## src/rtl/gioc_pkg.sv

```systemverilog
`timescale 1ns / 1ps

package gioc_pkg;

   localparam int STAVES   = 4;
   localparam int VOICES   = 8;
   localparam int CAPACITY = 256;

   localparam int OP_W     = 2;
   localparam int TICK_W   = 32;
   localparam int VOICE_W  = 3;
   localparam int STAFF_IN_W = 3;
   localparam int STATUS_W = 2;

   localparam int STAFF_W  = $clog2(STAVES);
   localparam int VIDX_W   = (VOICES > 1) ? $clog2(VOICES) : 1;
   localparam int ADDR_W   = $clog2(CAPACITY);
   localparam int CNT_W    = $clog2(CAPACITY + 1);

   localparam int QDEPTH   = 2;
   localparam int QPTR_W   = $clog2(QDEPTH);
   localparam int QLVL_W   = $clog2(QDEPTH + 1);

   typedef enum logic [OP_W-1:0] {
      OP_ADD   = 2'd0,
      OP_CLEAR = 2'd1,
      OP_QUERY = 2'd2,
      OP_SPARE = 2'd3
   } op_type;

   typedef enum logic [STATUS_W-1:0] {
      STATUS_OK            = 2'd0,
      STATUS_STAFF_IGNORED = 2'd1,
      STATUS_DROPPED       = 2'd2
   } status_type;

   typedef enum logic [2:0] {
      CMD_ADD,
      CMD_CLEAR,
      CMD_QUERY,
      CMD_STAFF_SKIP,
      CMD_VOICE_DROP,
      CMD_NOP
   } cmd_kind_type;

   typedef enum logic [1:0] {
      BK_IDLE,
      BK_SCAN,
      BK_COMMIT
   } back_state_type;

   typedef struct packed {
      logic [OP_W-1:0]         operation;
      logic signed [TICK_W-1:0] start_tick;
      logic signed [TICK_W-1:0] end_tick;
      logic [VOICE_W-1:0]      voice;
      logic [STAFF_IN_W-1:0]   staff;
   } req_type;

   typedef struct packed {
      logic                overlap;
      logic [STATUS_W-1:0] status;
   } rsp_type;

   typedef struct packed {
      cmd_kind_type            kind;
      logic                    voice_ok;
      logic [VIDX_W-1:0]       voice_idx;
      logic [VOICE_W-1:0]      voice;
      logic [STAFF_W-1:0]      staff;
      logic signed [TICK_W-1:0] start_tick;
      logic signed [TICK_W-1:0] end_tick;
   } cmd_type;

   typedef struct packed {
      logic signed [TICK_W-1:0] start_tick;
      logic signed [TICK_W-1:0] end_tick;
      logic [VOICE_W-1:0]      voice;
      logic [STAFF_W-1:0]      staff;
   } entry_type;

   typedef struct packed {
      logic full;
      logic empty;
   } q_status_type;

   typedef struct packed {
      logic             pop;
      logic [CNT_W-1:0] count;
   } bk_status_type;

endpackage

```

## src/rtl/gioc_queue.sv

```systemverilog
`timescale 1ns / 1ps

module gioc_queue (
   input  logic                   clock,
   input  logic                   reset,
   input  logic                   push,
   input  gioc_pkg::cmd_type      push_cmd,
   input  logic                   pop,
   output gioc_pkg::cmd_type      head,
   output gioc_pkg::q_status_type qs
);
   import gioc_pkg::*;

   cmd_type             slot_ff [QDEPTH];
   logic [QPTR_W-1:0]   wr_ptr_ff, wr_ptr_in;
   logic [QPTR_W-1:0]   rd_ptr_ff, rd_ptr_in;
   logic [QLVL_W-1:0]   level_ff, level_in;

   function automatic logic [QPTR_W-1:0] next_ptr(input logic [QPTR_W-1:0] p);
      return (p == QPTR_W'(QDEPTH - 1)) ? '0 : p + 1'b1;
   endfunction

   always_comb begin
      wr_ptr_in = push ? next_ptr(wr_ptr_ff) : wr_ptr_ff;
      rd_ptr_in = pop ? next_ptr(rd_ptr_ff) : rd_ptr_ff;
      level_in  = level_ff;
      if (push && !pop) begin
         level_in = level_ff + 1'b1;
      end else if (pop && !push) begin
         level_in = level_ff - 1'b1;
      end
   end

   always_ff @(posedge clock) begin
      if (reset) begin
         wr_ptr_ff <= '0;
         rd_ptr_ff <= '0;
         level_ff  <= '0;
      end else begin
         wr_ptr_ff <= wr_ptr_in;
         rd_ptr_ff <= rd_ptr_in;
         level_ff  <= level_in;
      end
   end

   always_ff @(posedge clock) begin
      if (push) begin
         slot_ff[wr_ptr_ff] <= push_cmd;
      end
   end

   assign head     = slot_ff[rd_ptr_ff];
   assign qs.full  = (level_ff == QLVL_W'(QDEPTH));
   assign qs.empty = (level_ff == '0);

endmodule

```

## config.mk

```make
export PLATFORM = sky130hd
export DESIGN_NAME = gioc_queue
export DESIGN_NICKNAME = d
export VERILOG_FILES = /design/src/rtl/gioc_pkg.sv /design/src/rtl/gioc_queue.sv
export SDC_FILE = /design/constraint.sdc
export NUM_CORES = 1
export LEC_CHECK = 0
export BUFFER_PORTS_ARGS = -buffer_cell sky130_fd_sc_hd__buf_2
export CORE_MARGIN = 1.5
export CORE_UTILIZATION = 49
export CTS_BUF_LIST = sky130_fd_sc_hd__clkbuf_8
export CTS_CLUSTER_SIZE = 30
export DETAILED_ROUTE_END_ITERATION = 10
export PLACE_DENSITY = 0.77
export SLEW_MARGIN = 20
export SYNTH_ARGS = -nofsm -noshare
export SYNTH_HDL_FRONTEND = slang
export SYNTH_SLANG_ARGS = --single-unit
```

## constraint.sdc

```tcl
create_clock -name clock -period 4.2 [get_ports clock]
set_clock_uncertainty 0.15 [all_clocks]
set_input_delay 0.42 -clock clock [delete_from_list [all_inputs] [get_ports clock]]
set_output_delay 0.42 -clock clock [all_outputs]
set_load 0.02 [all_outputs]
```

==> impl_metrics.json <==
{
  "mostFrequentLayoutCell": "sky130_fd_sc_hd__buf_2",
  "endpoint_kind": "output pin",
  "cts_sinks": 157,
  "total_power_mw": 3.342,
  "critical_path_depth": 3,
  "place_hpwl_mm": 6.075,
  "antennaDiodeCount": 0,
  "worstMarginPinSlew_ns": 1.033,
  "synthesis.area_um2": 5844,
  "fp.dieArea_um2": 12590,
  "all_layer_global_routing_usage_pct": 17.94,
  "pwr_density_cell_nw_per_um2": 424.1,
  "cts_tree": "yes",
  "detail_route.drc_violations": 10,
  "finalCriticalPeriod_ns": 2.806,
  "cts.reportedPaths.clkPinSlew_ns": 0.07,
  "firstDrtPassIters": 8,
  "grt_overflow_total": 0,
  "design.portCount": 158,
  "share_clk_of_total_power_pct": 28.9,
  "syn_to_final_growth_pct": 34.83,
  "final_layout_size_suffix_gt1_share_pct": 51.55,
  "chipHeight_um": 112.2,
  "cts_resized": 0,
  "cts-root-buf": "sky130_fd_sc_hd__clkbuf_8",
  "slew_headroom_pct": 31.12,
  "placement.io_buffers": 157,
  "timing.reg2reg.setup_slack_ns": 2.23,
  "num_vias": 3121,
  "fmax_mhz": 356.4,
  "tritoncts.num_buffers": 17,
  "run_status": "finished with violations",
  "critical_path.n_buffers_inverters": 2,
  "final_min_period_over_clock_period_pct": 66.80,
  "htreeDepth": 4,
  "worst_r2r_path_depth": 2,
  "crit_slowest_cell": "sky130_fd_sc_hd__dfxtp_4",
  "path_cells": "buf_4, mux2_4, buf_2",
  "worst_hold_path_type": "in2reg",
  "synthesized_area_divided_by_synthesized_cell_count_um2": 22.65,
  "switching_share_pct": 24.45,
  "seq_power_share_pct": 56.1,
  "finalNetCount": 585,
  "required_ns": 3.63,
  "cp_max_fo": 57,
  "detail_route.wirelength_mm": 10.65,
  "start_util_pct": 50.75,
  "synth_cell_type_count": 18,
  "place.gp.congestion": 0.6707,
  "setup_violations": 0,
  "die_w_um": 112.2,
  "maxCapViolations": 0,
  "timing.critical_path.arrival_ns": 2.24,
  "p_sw_uw": 817.3,
  "flip_flop_and_latch_count_after_synthesis": 157,
  "layoutNonFillerInstCount": 659,
  "slowest_delay_ns": 0.92,
  "timing.rr.start": "wr_ptr_ff$_SDFFE_PP0P_",
  "final-hold-violation-count": 0,
  "wire_length_per_cell_um": 16.16,
  "cellLeakagePower_nw": 3.085,
  "netlist_instances": 258,
  "critical-path-top-delay-family": "flip-flops",
  "layout.cells.most_common_list": "sky130_fd_sc_hd__buf_2, sky130_fd_sc_hd__edfxtp_1, sky130_fd_sc_hd__dlygate4sd3_1",
  "place_inst": 553,
  "synth_seq_area_share_pct": 79.81,
  "viasPerCell": 4.736,
  "worstSetupStartpointType": "flip-flop",
  "setup.worst_path.class": "reg2out",
  "grt_pass1_wl_mm": 16.59,
  "drt.antenna.violating_nets": 0,
  "combinational_power_share_pct": 15.0,
  "floorplan.rows": 39,
  "crit-reg2reg-capture": "slot_ff[0][18]$_DFFE_PP_",
  "grt_setup_unrepaired": "no",
  "internal_power_mw": 2.525,
  "fin_tns_setup_ns": 0,
  "antenna_found_initial": 0,
  "failed_checks": "design-rule violations",
  "clk-insertion-delay-late_ns": 0.44,
  "yosys_warnings": 0,
  "crit_path_end": "head[23]",
  "core_area_um2": 11520,
  "bufs_on_longest_clock_path": 2,
  "timing.final.max_slew_violations": 0,
  "dr.first_iter.drc_count": 152,
  "ir_drop_mv": 0.3271,
  "grt_max_degree": 77,
  "grt_pass1_vias": 3374,
  "postLayoutCoreUtil_pct": 68.43,
  "synth.net_count": 339
}
==> synthesized netlist by cell type <==
master                     instances  area (um^2)
sky130_fd_sc_hd__dfxtp_1           5        100.1
sky130_fd_sc_hd__o21ai_0           1        5.000
sky130_fd_sc_hd__or3_1             1        6.260
sky130_fd_sc_hd__buf_2             3        15.01
sky130_fd_sc_hd__nor2_1            5        18.77
sky130_fd_sc_hd__and2_1            1        6.260
sky130_fd_sc_hd__xnor2_1           2        17.52
sky130_fd_sc_hd__xor2_1            2        17.52
sky130_fd_sc_hd__inv_1             1        3.750
sky130_fd_sc_hd__a21oi_1           1        5.000
sky130_fd_sc_hd__and2b_1           1        7.510
sky130_fd_sc_hd__buf_6             4        45.04
sky130_fd_sc_hd__nor2b_1           1        6.260
sky130_fd_sc_hd__mux2_4           40        600.6
sky130_fd_sc_hd__edfxtp_1        152         4564
sky130_fd_sc_hd__buf_4             1        7.510
sky130_fd_sc_hd__ha_1              1        12.51
sky130_fd_sc_hd__mux2_2           36        405.4
==> power groups by stage <==
stage	sequential (mW)	clock (mW)	combinational (mW)
5_1_grt	1.88	1.07	0.533
3_5_place_dp	1.91	0	0.445
2_1_floorplan	1.88	0	0.318
6_report	1.87	0.967	0.500
4_1_cts	1.88	1.00	0.501
3_3_place_gp	1.91	0	0.438
==> per-layer routing <==
metal / GRT usage (%) / routed length [um] / vias up / share of wire [%]
li1: - / - / 1510 / -
met3: 7.613 / 762 / 10 / 7.2
met5: 0 / 0 / - / 0
met2: 31.12 / 5502 / 119 / 52
met4: 5.570 / 114 / 0 / 1.1
met1: 20.23 / 4270 / 1482 / 40
==> final cells by class <==
| cell class | instances | area, um^2 |
|---|---|---|
| Inverter | 1 | 3.754 |
| Clock inverter | 14 | 105.1 |
| Tap cell | 143 | 178.9 |
| Fill cell | 754 | 3636 |
| Timing Repair Buffer | 235 | 1572 |
| Multi-Input combinational cell | 92 | 1119 |
| Sequential cell | 157 | 4668 |
| Clock buffer | 17 | 234.0 |
==> worst min-delay path by stage <==
| stage | endpoint | slack, ns | cells after the start | start |
|---|---|---|---|---|
| after floorplan | level_ff[1]$_SDFFE_PP0P_ | 0.31 | 2 | level_ff[1]$_SDFFE_PP0P_ |
| after global placement | level_ff[1]$_SDFFE_PP0P_ | 0.33 | 2 | level_ff[1]$_SDFFE_PP0P_ |
| after detailed placement | flip-flop | 0.35 | 2 | rd_ptr_ff$_SDFFE_PP0P_ |
| after CTS | flip-flop | 0.003 | 2 | reset |
| after global routing | slot_ff[0][66]$_DFFE_PP_ | 0.01 | 1 | push_cmd[66] |
| final | flip-flop | 0.04 | 2 | reset |
==> repair_timing <==
item	4_1_cts	5_1_grt
hold buffers	75	0
hold endpoints to repair	150	0
setup buffers	0	0
==> logic make-up after synthesis <==
kind of cell | count (synthesis) | synth area share, %
muxes | 76 | 17.21
adders and majority gates | 1 | 0.2141
AOI/OAI and AO/OA | 2 | 0.1711
DFF | 157 | 79.81
buffers and inverters | 9 | 1.220
and+or+nand+nor | 9 | 0.7710
xor gates and xnor gates | 4 | 0.5996
==> flip-flops by register name (all words and copies together) (netlist names), named ones only <==
register and count:
wr_ptr_ff 1, slot_ff 152, level_ff 2, rd_ptr_ff 1
==> through the flow <==
| step | hold slack, ns | setup slack, ns | cell area (um^2) |
|---|---|---|---|
| floorplan | 0.3116 | 1.207 | 5847 |
| global placement | 0.3311 | 1.833 | 6790 |
| detailed placement | 0.3490 | 1.819 | 6790 |
| CTS | 0.003202 | 1.315 | 7880 |
| global route | 0.009901 | 1.225 | 7880 |
| finish | 0.04234 | 1.394 | 7880 |
Note: power is estimated with default switching activity, not from simulation.
